File: src/hw/rtl/ubd_pkg.sv
package ubd_pkg;

    // Field widths
    localparam int BYTE_W = 8;
    localparam int CODE_W = 21;

    // Depth of the code point queue between decoder and byte mapper
    localparam int UBD_QUEUE_DEPTH = 2;

    // Lead byte class limits
    localparam logic [BYTE_W-1:0] LEAD_MULTI_MIN = 8'h80;
    localparam logic [BYTE_W-1:0] LEAD3_MIN      = 8'he0;
    localparam logic [BYTE_W-1:0] LEAD4_MIN      = 8'hf0;
    localparam logic [BYTE_W-1:0] LEAD_BAD_MIN   = 8'hf8;

    // Byte map ranges (printable code points that map to themselves)
    localparam logic [CODE_W-1:0] PRINT_A_LO = 21'h21;  // '!'
    localparam logic [CODE_W-1:0] PRINT_A_HI = 21'h7e;  // '~'
    localparam logic [CODE_W-1:0] PRINT_B_LO = 21'ha1;  // inverted exclamation
    localparam logic [CODE_W-1:0] PRINT_B_HI = 21'hac;  // not sign
    localparam logic [CODE_W-1:0] PRINT_C_LO = 21'hae;  // registered sign
    localparam logic [CODE_W-1:0] PRINT_C_HI = 21'hff;  // y with diaeresis

    // Shifted range for the non-printable bytes
    localparam logic [CODE_W-1:0] SHIFT_LO = 21'd256;
    localparam logic [CODE_W-1:0] SHIFT_HI = 21'd323;

    typedef logic [CODE_W-1:0] code_t;

    typedef struct packed {
        logic [BYTE_W-1:0] in_byte;
        logic              token_end;
    } ubd_in_t;

    typedef struct packed {
        logic [BYTE_W-1:0] out_byte;
        logic              unknown_code;
    } ubd_out_t;

    // Push side of the code point queue
    typedef struct packed {
        logic  valid;
        code_t code;
    } ubd_push_t;

    // Map a code point back to its raw byte
    function automatic ubd_out_t map_code(code_t code);
        ubd_out_t   r;
        logic [6:0] n;
        r = '0;
        n = code[6:0];
        if ((code >= PRINT_A_LO && code <= PRINT_A_HI) ||
            (code >= PRINT_B_LO && code <= PRINT_B_HI) ||
            (code >= PRINT_C_LO && code <= PRINT_C_HI)) begin
            r.out_byte = code[BYTE_W-1:0];
        end else if (code >= SHIFT_LO && code <= SHIFT_HI) begin
            // low seven bits give the index into the 68 shifted bytes
            if (n < 7'd33) begin
                r.out_byte = {1'b0, n};
            end else if (n < 7'd67) begin
                r.out_byte = {1'b0, n} + 8'h5e;
            end else begin
                r.out_byte = 8'had;
            end
        end else begin
            r.unknown_code = 1'b1;
        end
        return r;
    endfunction

endpackage

File: src/hw/rtl/utf8_byte_level_detokenizer.sv
// Channel  Direction  Handshake             Payload
// tok      receive    tok_valid/tok_stall   tok_item  (in_byte, token_end)
// raw      send       raw_valid/raw_stall   raw_item  (out_byte, unknown_code)
//
// One byte is taken per cycle while tok_stall is low; a completed code point passes
// through a queue entry, then the mapper's output register.
// The decoder stalls only when the code point queue is full, which happens
// only after the raw side has held raw_stall.
// Reset clears the decode state, the queue and the output valid.
module utf8_byte_level_detokenizer
    import ubd_pkg::*;
#(
    parameter int QUEUE_DEPTH = UBD_QUEUE_DEPTH
)
(
    input  logic     clk,
    input  logic     rst_n,
    input  logic     tok_valid,
    output logic     tok_stall,
    input  ubd_in_t  tok_item,
    output logic     raw_valid,
    input  logic     raw_stall,
    output ubd_out_t raw_item
);

    ubd_push_t push;
    logic      queue_ready;
    logic      head_valid;
    code_t     head_code;
    logic      pop;

    // Decode UTF-8 bytes into code points
    ubd_front u_front (
        .clk         (clk),
        .rst_n       (rst_n),
        .tok_valid   (tok_valid),
        .tok_stall   (tok_stall),
        .tok_item    (tok_item),
        .queue_ready (queue_ready),
        .push        (push)
    );

    // Buffer code points between the two halves
    ubd_queue #(
        .DEPTH (QUEUE_DEPTH)
    ) u_queue (
        .clk        (clk),
        .rst_n      (rst_n),
        .push       (push),
        .ready      (queue_ready),
        .head_valid (head_valid),
        .head_code  (head_code),
        .pop        (pop)
    );

    // Map code points back to raw bytes
    ubd_back u_back (
        .clk        (clk),
        .rst_n      (rst_n),
        .head_valid (head_valid),
        .head_code  (head_code),
        .pop        (pop),
        .raw_valid  (raw_valid),
        .raw_stall  (raw_stall),
        .raw_item   (raw_item)
    );

endmodule

File: src/hw/rtl/ubd_front.sv
module ubd_front
    import ubd_pkg::*;
(
    input  logic      clk,
    input  logic      rst_n,
    input  logic      tok_valid,
    output logic      tok_stall,
    input  ubd_in_t   tok_item,
    input  logic      queue_ready,
    output ubd_push_t push
);

    logic [1:0]        pending_reg, pending_next;
    code_t             accum_reg, accum_next;
    logic              drop_reg, drop_next;
    logic              accept;
    logic [BYTE_W-1:0] b;
    code_t             cont;

    assign tok_stall = !queue_ready;
    assign accept    = tok_valid && queue_ready;
    assign b         = tok_item.in_byte;
    assign cont      = {accum_reg[CODE_W-7:0], b[5:0]};

    // Decode the lead or continuation byte of each transfer
    always_comb
    begin
        pending_next = pending_reg;
        accum_next   = accum_reg;
        drop_next    = drop_reg;
        push.valid   = 1'b0;
        push.code    = cont;
        if (accept)
        begin
            if (drop_reg)
            begin
                // ignore the rest of the token
            end
            else if (pending_reg == 2'd0)
            begin
                if (b < LEAD_MULTI_MIN)
                begin
                    push.valid = 1'b1;
                    push.code  = {{(CODE_W-BYTE_W){1'b0}}, b};
                end
                else if (b < LEAD3_MIN)
                begin
                    accum_next   = {{(CODE_W-5){1'b0}}, b[4:0]};
                    pending_next = 2'd1;
                end
                else if (b < LEAD4_MIN)
                begin
                    accum_next   = {{(CODE_W-4){1'b0}}, b[3:0]};
                    pending_next = 2'd2;
                end
                else if (b < LEAD_BAD_MIN)
                begin
                    accum_next   = {{(CODE_W-3){1'b0}}, b[2:0]};
                    pending_next = 2'd3;
                end
                else
                begin
                    drop_next = 1'b1;
                end
            end
            else
            begin
                pending_next = pending_reg - 2'd1;
                if (pending_reg == 2'd1)
                begin
                    push.valid = 1'b1;
                    accum_next = '0;
                end
                else
                begin
                    accum_next = cont;
                end
            end
            // clear at the end of a token, dropping any partial sequence
            if (tok_item.token_end)
            begin
                pending_next = 2'd0;
                accum_next   = '0;
                drop_next    = 1'b0;
            end
        end
    end

    always_ff @(posedge clk or negedge rst_n)
    begin
        if (!rst_n)
        begin
            pending_reg <= 2'd0;
            accum_reg   <= '0;
            drop_reg    <= 1'b0;
        end
        else
        begin
            pending_reg <= pending_next;
            accum_reg   <= accum_next;
            drop_reg    <= drop_next;
        end
    end

endmodule

File: src/hw/rtl/ubd_queue.sv
module ubd_queue
    import ubd_pkg::*;
#(
    parameter int DEPTH = UBD_QUEUE_DEPTH
)
(
    input  logic      clk,
    input  logic      rst_n,
    input  ubd_push_t push,
    output logic      ready,
    output logic      head_valid,
    output code_t     head_code,
    input  logic      pop
);

    localparam int PTR_W = (DEPTH > 1) ? $clog2(DEPTH) : 1;
    localparam int CNT_W = $clog2(DEPTH + 1);

    code_t            mem [DEPTH];
    logic [PTR_W-1:0] wr_ptr_reg, wr_ptr_next;
    logic [PTR_W-1:0] rd_ptr_reg, rd_ptr_next;
    logic [CNT_W-1:0] count_reg, count_next;
    logic             do_push;
    logic             do_pop;

    assign ready      = count_reg != CNT_W'(DEPTH);
    assign head_valid = count_reg != '0;
    assign head_code  = mem[rd_ptr_reg];
    assign do_push    = push.valid && ready;
    assign do_pop     = pop && head_valid;

    // Advance pointers with wrap and track fill
    always_comb
    begin
        wr_ptr_next = wr_ptr_reg;
        rd_ptr_next = rd_ptr_reg;
        count_next  = count_reg;
        if (do_push)
        begin
            wr_ptr_next = (wr_ptr_reg == PTR_W'(DEPTH - 1)) ? '0 : wr_ptr_reg + 1'b1;
        end
        if (do_pop)
        begin
            rd_ptr_next = (rd_ptr_reg == PTR_W'(DEPTH - 1)) ? '0 : rd_ptr_reg + 1'b1;
        end
        if (do_push && !do_pop)
        begin
            count_next = count_reg + 1'b1;
        end
        else if (do_pop && !do_push)
        begin
            count_next = count_reg - 1'b1;
        end
    end

    always_ff @(posedge clk or negedge rst_n)
    begin
        if (!rst_n)
        begin
            wr_ptr_reg <= '0;
            rd_ptr_reg <= '0;
            count_reg  <= '0;
        end
        else
        begin
            wr_ptr_reg <= wr_ptr_next;
            rd_ptr_reg <= rd_ptr_next;
            count_reg  <= count_next;
        end
    end

    // Write storage
    always_ff @(posedge clk)
    begin
        if (do_push)
        begin
            mem[wr_ptr_reg] <= push.code;
        end
    end

endmodule

File: src/hw/rtl/ubd_back.sv
module ubd_back
    import ubd_pkg::*;
(
    input  logic     clk,
    input  logic     rst_n,
    input  logic     head_valid,
    input  code_t    head_code,
    output logic     pop,
    output logic     raw_valid,
    input  logic     raw_stall,
    output ubd_out_t raw_item
);

    logic     out_valid_reg, out_valid_next;
    ubd_out_t out_item_reg;

    // Load the output register when it is empty or being drained
    assign pop            = head_valid && (!out_valid_reg || !raw_stall);
    assign out_valid_next = pop ? 1'b1 : (out_valid_reg && raw_stall);
    assign raw_valid      = out_valid_reg;
    assign raw_item       = out_item_reg;

    always_ff @(posedge clk or negedge rst_n)
    begin
        if (!rst_n)
        begin
            out_valid_reg <= 1'b0;
        end
        else
        begin
            out_valid_reg <= out_valid_next;
        end
    end

    // Map the code point into the payload register
    always_ff @(posedge clk)
    begin
        if (pop)
        begin
            out_item_reg <= map_code(head_code);
        end
    end

endmodule
File: config.mk
export PLATFORM = sky130hd
export DESIGN_NAME = utf8_byte_level_detokenizer
export DESIGN_NICKNAME = d
export VERILOG_FILES = /design/src/hw/rtl/ubd_pkg.sv /design/src/hw/rtl/utf8_byte_level_detokenizer.sv /design/src/hw/rtl/ubd_front.sv /design/src/hw/rtl/ubd_queue.sv /design/src/hw/rtl/ubd_back.sv
export SDC_FILE = /design/constraint.sdc
export NUM_CORES = 1
export LEC_CHECK = 0
export ABC_AREA = 0
export BUFFER_PORTS_ARGS = -buffer_cell sky130_fd_sc_hd__buf_2
export CAP_MARGIN = 20
export CORE_UTILIZATION = 54
export CTS_CLUSTER_SIZE = 25
export DETAILED_ROUTE_END_ITERATION = 12
export GPL_TIMING_DRIVEN = 0
export PLACE_DENSITY_LB_ADDON = 0.15
export SLEW_MARGIN = 25
export SYNTH_ARGS = -nofsm -noshare
export SYNTH_HDL_FRONTEND = slang
export SYNTH_HIERARCHICAL = 1
export SYNTH_SLANG_ARGS = --single-unit
export TNS_END_PERCENT = 5
File: constraint.sdc
create_clock -name clk -period 5.2 [get_ports clk]
set_input_delay 1.04 -clock clk [delete_from_list [all_inputs] [get_ports clk]]
set_output_delay 1.04 -clock clk [all_outputs]
set_load 0.05 [all_outputs]
* After elaboration in Yosys (flattened, before gate mapping)
Memory sizes are Yosys's and may differ from the RTL's.
Cells that the tools add are included.
** Operators by class
- Add/subtract/negate cells :: 6
- Multiply operators :: 0
- Div/mod/pow operators :: 0
- Magnitude comparators :: 14
- Equality and inequality tests :: 5
- Shift-type cells :: 0
- Muxes and demuxes :: 40
- Bitwise gates (word level) :: 0
- Reduce and logical (&&, ||, !) cells :: 23
** Operators with widths (count)
- two-way mux 15 bit :: 8
- two-way mux 22 bit :: 3
- greater-or-equal comparator 21 x 8 -> 1 bit, second input constant :: 2
- less-or-equal comparator 21 x 8 -> 1 bit, second input constant :: 2
- < comparator 8 bit, second input constant :: 4
- two-way mux 8 bit :: 4
- greater-or-equal comparator 21 x 6 -> 1 bit, second input constant :: 1
- greater-or-equal comparator 21 x 9 -> 1 bit, second input constant :: 1
- less-or-equal comparator 21 x 7 -> 1 bit, second input constant :: 1
- less-or-equal comparator 21 x 9 -> 1 bit, second input constant :: 1
- two-way mux 21 bit :: 1
- two-way mux 2 bit :: 9
- two-way mux 1 bit :: 15
- logical AND 1 bit :: 11
- adder 7 x 7 -> 8 bit, second input constant :: 1
- < comparator 7 x 6 -> 1 bit, second input constant :: 1
- < comparator 7 bit, second input constant :: 1
- zero test 1 bit :: 5
- inequality test 5 bit, second input constant :: 1
- inequality test 2 bit, second input constant :: 2
- AND reduction 4 bit :: 1
- nonzero test 2 bit :: 2
- subtractor 2 x 1 -> 2 bit, second input constant :: 2
- logical OR 1 bit :: 3
- other kinds (5) :: 6
** Storage, ports and cells
- Flip-flop bits (word level) :: 32
- Latch bits :: 0
- Bits in writable memories :: 42
- Bits in read-only memories :: 0
- Input bits :: 13
- Output and inout bits :: 11
- Word-level logic and storage cells :: 98
- Memories kept :: 1
** Memory list
- u_queue.mem :: depth 2, bits a word 21, rd ports 1, clocked after Yosys merged registers in 0, wr ports 1, line ubd_queue.sv:19 : code_t mem [DEPTH];

* Depth between registers and ports, before layout
Gate-level depths: netlist of run 1.
- Depth after elaboration :: 10
- Mapped depth :: 10

* By module
The synthesis of run 1 kept the hierarchy.
** Modules (own cells, without submodules)
- ubd_queue :: instances 1, cells each 83, area an instance 1731.7 µm², seq. area each 1361.3 µm²
- ubd_front :: instances 1, cells each 91, area an instance 1003.5 µm², seq. area each 450.4 µm²
- ubd_back :: instances 1, cells each 89, area an instance 872.1 µm², seq. area each 295.3 µm²

* Least setup slack after synthesis of run 1
No wires, ideal clock.
- Path type :: in2reg
- Start :: in tok_valid
- End :: mem u_queue/mem[0][0] (netlist bit) (enable)
- Arrival :: 2.637 ns
- Data required time :: 4.801 ns
- Path slack :: 2.165 ns
- Stages on the path :: 4
- Cell sequence :: nand2_2 a2111oi_0 nand2_1 nor2_1
** RTL lines
- start: declaration :: line utf8_byte_level_detokenizer.sv:18 : input logic tok_valid,
- end: declaration :: line ubd_queue.sv:19

* Final worst setup path of run 1
- Start :: reg u_queue.rd_ptr_reg
- End :: reg u_back.out_item_reg, in the netlist u_back/raw_item[3], data pin
** On the way
- Longest elaborated chain between the ends :: 6
- Elaborated cells on any way between the ends :: 22
** Ends and longest elaborated chain
- start: declaration :: line ubd_queue.sv:21 : logic [PTR_W-1:0] rd_ptr_reg, rd_ptr_next;
- start signal: assignment :: line ubd_queue.sv:67 : rd_ptr_reg <= rd_ptr_next;
- memory (2 x 21 bit) *
- via head_code[2] :: line utf8_byte_level_detokenizer.sv:29 : code_t head_code;
- greater-or-equal comparator 21 x 6 -> 1 bit (tied with other cells) :: line ubd_pkg.sv:52 : if ((code >= PRINT_A_LO && code <= PRINT_A_HI) ||
- logical AND 1 bit (tied with other cells) :: line ubd_pkg.sv:52
- logical OR 1 bit / two-way mux 8 bit (equally long branches) :: line ubd_pkg.sv:52, ubd_pkg.sv:58
- logical OR 1 bit / two-way mux 8 bit (equally long branches) :: line ubd_pkg.sv:53, ubd_pkg.sv:56
- two-way mux 8 bit * :: line ubd_pkg.sv:52
- end signal: assignment :: line ubd_back.sv:40 : out_item_reg <= map_code(head_code);
- end: declaration :: line ubd_back.sv:15 : ubd_out_t out_item_reg;
The timed path passes the listed nets; every way through them passes the cells marked *.
A chain may end at the register's enable or synchronous reset.

==> flow_summary.json, run 1 <==
{
  "fill_cells": 494,
  "dpl.hpwl_um": 4530,
  "yosysSeqAreaShare_pct": 58.4,
  "clock_latency_ps": 340,
  "postPlaceCellArea_um2": 3830,
  "wl_um": 6370,
  "hold_violations": 0,
  "syn-cell-area_um2": 3610,
  "status": "finished clean",
  "worstMarginPinSlew_ps": 980,
  "die_area_um2": 7010,
  "grt_antenna_before_repair": 0,
  "r2r_start": "u_queue/rd_ptr_reg",
  "p_leak_nw": 1.62,
  "slowest_delay_ps": 440,
  "grtUsageTotal_pct": 20.0,
  "max_freq_mhz": 308,
  "clkSinkCount": 74,
  "die_h_um": 83.7,
  "fin_skew_ps": 6.86,
  "grt_pass1_wl_um": 10600,
  "crit_chain": "buf_6, mux2_2, clkbuf_1, inv_1, ha_1, or3b_4, a21oi_1, o32ai_2, o21a_4, a221o_1",
  "min_period_ps": 3250,
  "cts_max_path_buffers": 2,
  "synth_cell_types": 59,
  "cts-resized-gates": 0,
  "worst_setup_path_end_kind": "flop",
  "rows": 29,
  "portBuffers": 23,
  "rsz0062_at_grt": "false",
  "comb_power_share_pct": 36.8,
  "ctsHoldBuffers": 0,
  "layout_common_cells": "edfxtp_1 (51), buf_2 (24), dfrtp_1 (23), mux2_2 (23), inv_1 (14)",
  "h-tree-depth": 3,
  "grt_max_degree": 24,
  "reg2regPathDepth": 10,
  "period_share_pct": 62.4,
  "syn2layout_area_growth_pct": 11.7,
  "grt_overflow": 0,
  "route.detailed.drc": 0,
  "vias": 2198,
  "slew_violations": 0,
  "dr.first_iter.drc_count": 67,
  "ios": 24,
  "cp-start-kind": "flop",
  "core_um2": 6390,
  "num_antenna_cells": 0,
  "start_util_pct": 56.5,
  "cp_slowest_cell": "dfrtp_1",
  "postSynthAreaPerCell_um2": 13.7,
  "routabilityCongestion": 0.849,
  "hold_depth": 1,
  "p_clk_share_pct": 22.1,
  "crit_start": "u_queue/rd_ptr_reg",
  "crit_type": "reg2reg",
  "setup_tns_ps": 0,
  "yosysWarningCount": 6,
  "grt_pass1_vias": 2148,
  "synth_edf_count": 51,
  "nNetsFinal": 316,
  "ys_ff_latch": 74,
  "cts_tree": "built",
  "worstHoldStart": "u_front/accum_reg[2]",
  "drtPass1Iterations": 4,
  "postSynthCellCount": 263,
  "synth_nets": 282,
  "p_seq_share_pct": 41.1,
  "hold_class": "reg2reg",
  "post_cts_buffers": 0,
  "vias_per_cell": 5.80,
  "cts-root-buf": "clkbuf_8",
  "path_max_fanout": 10,
  "powerDensity_nw_per_um2": 501,
  "ir_drop_uv": 413,
  "wl_per_cell_um": 16.8,
  "maxCapViolations": 0,
  "cts-buffers-inserted": 9,
  "final-setup-viol-count": 0,
  "synthFlopType": "edfxtp_1",
  "required_ps": 5300,
  "p_switching_mw": 0.738,
  "cp_data_arrival_time_ps": 3340,
  "largest_register_ffs": 42,
  "die_w_um": 83.7,
  "ant_nets": 0,
  "p_int_mw": 1.28,
  "drive_above_1_share_pct": 37.4,
  "clkTransAtPathRegs_ps": 80,
  "ys_async_sr_fraction_pct": 31.1,
  "slew_headroom_pct": 34.7,
  "final_cell_area_um2": 4030,
  "layout_commonest_cell": "edfxtp_1",
  "switching_share_pct": 36.6
}
-- per-layer routing --
layer | GRT usage (%) | wire length (um) | share of wire (%)
met3 | 3.46 | 236 | 3.7
met4 | 11.7 | 188 | 2.9
met2 | 30.8 | 2950 | 46
met1 | 26.6 | 3000 | 47
met5 | 0 | 0 | 0
-- layout make-up --
| type | count | area (um^2) | area share (%) |
|---|---|---|---|
| Sequential cell | 74 | 2110 | 52.3 |
| Multi-Input combinational cell | 159 | 1340 | 33.2 |
| Clock buffer | 9 | 124 | 3.07 |
| Buffer | 16 | 123 | 3.04 |
| Timing Repair Buffer | 23 | 115 | 2.86 |
| Tap cell | 77 | 96.3 | 2.39 |
| Clock inverter | 7 | 75.1 | 1.86 |
| Inverter | 14 | 52.6 | 1.30 |
-- cell families (layout without fill, tap and decap cells) --
kind of cell / count (synthesis) / in the layout / synth area share (%)
AOI/OAI and AO/OA: 58 / 58 / 13.9
and+or+nand+nor: 63 / 63 / 11.2
buffers and inverters: 30 / 69 / 4.86
muxes: 27 / 27 / 8.29
adders and majority gates: 6 / 6 / 2.08
DFF: 74 / 74 / 58.4
xor gates and xnor gates: 5 / 5 / 1.21
-- power groups by stage --
stage               Sequential, mW  Clock [mW]  Combinational, mW
global route                 0.841       0.475              0.810
floorplan                    0.907           0              0.511
finish                       0.829       0.447              0.742
detailed placement           0.842           0              0.737
CTS                          0.829       0.455              0.744
global placement             0.836           0              0.731
-- through the flow --
step / worst slack [ps] / power [mW] / std cells / hold WS (ps) / utilization (%)
6_report: 1950 / 2.02 / 379 / 502 / 63.1
5_1_grt: 1780 / 2.13 / 379 / 518 / 63.1
4_1_cts: 1950 / 2.03 / 379 / 497 / 63.0
3_3_place_gp: 1360 / 1.57 / 363 / 475 / 59.8
3_5_place_dp: 1990 / 1.58 / 363 / 484 / 59.9
2_1_floorplan: 2160 / 1.42 / 263 / 461 / -
-- critical path, delay by kind of cell (launching register included) --
family | cells | cell delay, ps
DFF | 1 | 440
and+or+nand+nor | 1 | 430
AOI/OAI and AO/OA | 4 | 970
muxes | 1 | 370
adders and majority gates | 1 | 210
buffers and inverters | 3 | 570
-- Yosys cell counts (5+ instances only) --
| cell type | instances | area [um^2] |
|---|---|---|
| nand2_1 | 11 | 41.3 |
| ha_1 | 6 | 75.1 |
| mux2_2 | 23 | 259 |
| and2_1 | 12 | 75.1 |
| a21oi_1 | 9 | 45.0 |
| a22o_2 | 11 | 110 |
| inv_1 | 14 | 52.6 |
| nand4_1 | 5 | 31.3 |
| nor2_1 | 7 | 26.3 |
| buf_6 | 5 | 56.3 |
| nor4_1 | 5 | 31.3 |
| edfxtp_1 | 51 | 1530 |
| dfrtp_1 | 23 | 576 |
| buf_4 | 6 | 45.0 |
-- path summary, 6_finish.rpt --
path / slack, ps / endpoint
min reg2reg: 500 / u_front/accum_reg[8]
max reg2reg: 1950 / u_back/raw_item[3]
max in group asynchronous: 4200 / u_front/accum_reg[3]
max: 1950 / u_back/raw_item[3]
min in group asynchronous: 660 / u_queue/count_reg[1]
min: 500 / u_front/accum_reg[8]
(Power assumes the default switching activity.)
==> run 2, diff against run 1 <==
clock period = 3 ns   (was 5.2 ns; I/O delays follow)
==> run 2 against run 1 <==
Global-route usage decreased by 0.086 points; power grew 75%; fmax rose by 13%; sequential power increased by 74%; critical endpoint unchanged; largest power group unchanged.
==> flow_summary.json, run 2 (synthesis results as in run 1) <==
{
  "clkSinkCount": 74,
  "portBuffers": 23,
  "die_w_um": 83.7,
  "max_freq_mhz": 347,
  "clkTransAtPathRegs_ps": 80,
  "cp-start-kind": "flop",
  "cts_tree": "built",
  "layout_commonest_cell": "edfxtp_1",
  "crit_type": "reg2reg",
  "cts-root-buf": "clkbuf_8",
  "ios": 24,
  "routabilityCongestion": 0.849,
  "drtPass1Iterations": 5,
  "holdWs_ps": 217,
  "path_max_fanout": 11,
  "r2r-end": "u_back/raw_item[3]",
  "cts_max_path_buffers": 2,
  "grt_overflow": 0,
  "start_util_pct": 56.5,
  "hold_violations": 0,
  "die_area_um2": 7010,
  "rsz0062_at_grt": "false",
  "h-tree-depth": 3,
  "reg2regPathDepth": 9,
  "ctsHoldBuffers": 0,
  "vias_per_cell": 5.86,
  "status": "finished clean",
  "clock_latency_ps": 340,
  "worst_setup_path_end_kind": "flop",
  "powerDensity_nw_per_um2": 873,
  "final_cell_area_um2": 4050,
  "required_ps": 3100,
  "dpl.hpwl_um": 4530,
  "p_leak_nw": 1.63,
  "rrSetupSlack_ps": 120,
  "worstMarginPinSlew_ps": 983,
  "nNetsFinal": 317,
  "slew_violations": 0,
  "fin_skew_ps": 6.77,
  "route.detailed.drc": 0,
  "grt_pass1_wl_um": 10600,
  "post-place-ws_ps": -206,
  "maxCapViolations": 0,
  "slew_headroom_pct": 34.5,
  "r2r_start": "u_queue/rd_ptr_reg",
  "layout_common_cells": "edfxtp_1 (51), buf_2 (24), dfrtp_1 (22), mux2_2 (22), inv_1 (14)",
  "core_um2": 6390,
  "drive_above_1_share_pct": 38.9,
  "syn2layout_area_growth_pct": 12.3,
  "num_antenna_cells": 0,
  "postLayoutSetupSlackWorst_ps": 120,
  "period_share_pct": 96.0,
  "grtUsageTotal_pct": 19.9,
  "dr.first_iter.drc_count": 102,
  "hold_class": "in2async",
  "wl_per_cell_um": 17.0,
  "wl_um": 6440,
  "vias": 2228,
  "cts-buffers-inserted": 9,
  "min_period_ps": 2880,
  "grt_antenna_before_repair": 0,
  "final-setup-viol-count": 0,
  "rows": 29,
  "ir_drop_uv": 725,
  "largest_register_ffs": 42,
  "ant_nets": 0,
  "die_h_um": 83.7,
  "grt_max_degree": 24,
  "total_power_mw": 3.54,
  "cp_data_arrival_time_ps": 2980,
  "grt_pass1_vias": 2133,
  "postPlaceCellArea_um2": 3830
}
run 2: worst max path at each step:
stage | startpoint | end | slack, ps
finish | u_queue/rd_ptr_reg | u_back/raw_item[3] | 120
global route | u_queue/rd_ptr_reg | u_back/raw_item[3] | 20
CTS | u_queue/rd_ptr_reg | u_back/raw_item[3] | 40
detailed placement | u_queue/rd_ptr_reg | u_back/raw_item[3] | -210
global placement | tok_valid | u_queue/mem[0][12] | -400
floorplan | u_queue/rd_ptr_reg | u_back/raw_item[3] | 140
run 2: timing repair:
action                     4_1_cts  5_1_grt
pin swaps                        0        1
resized for setup                2        1
setup endpoints to repair        7        3
setup buffers                    0        3
run 2: power by group:
group	total (mW)	internal, mW	switching [mW]
Clock	0.776	0.390	0.386
Combinational	1.32	0.520	0.804
Sequential	1.44	1.34	0.104
run 2: final cells by class:
type	instances	area (um^2)
inverter	14	52.6
tap	77	96.3
buffer	14	115
clock inverter	7	75.1
timing repair buffer	26	138
fill	492	2330
sequential	74	2110
multi-input combinational	159	1340
clock buffer	9	124
run 2: metrics by stage:
stage               std cells  setup TNS (ps)  utilization [%]
floorplan                 263               0                -
global placement          363           -9110             59.8
detailed placement        363            -866             59.9
CTS                       377               0             63.0
global route              380               0             63.5
finish                    380               0             63.5
run 2: layer usage:
layer,global-route usage (%),routed length (um),vias to the layer above
li1,-,-,1066
met3,3.46,279,23
met2,31.0,2960,86
met1,26.4,3000,1053
met5,0,0,-
met4,11.2,207,0
run 2: worst max-delay path: stages, from the launching register on:
cell and delay, ps:
dfrtp_2 450, buf_6 160, mux2_4 360, inv_1 120, ha_1 210, or3b_4 440, a21oi_2 150, o32ai_2 110
o21a_4 280, a221o_1 350
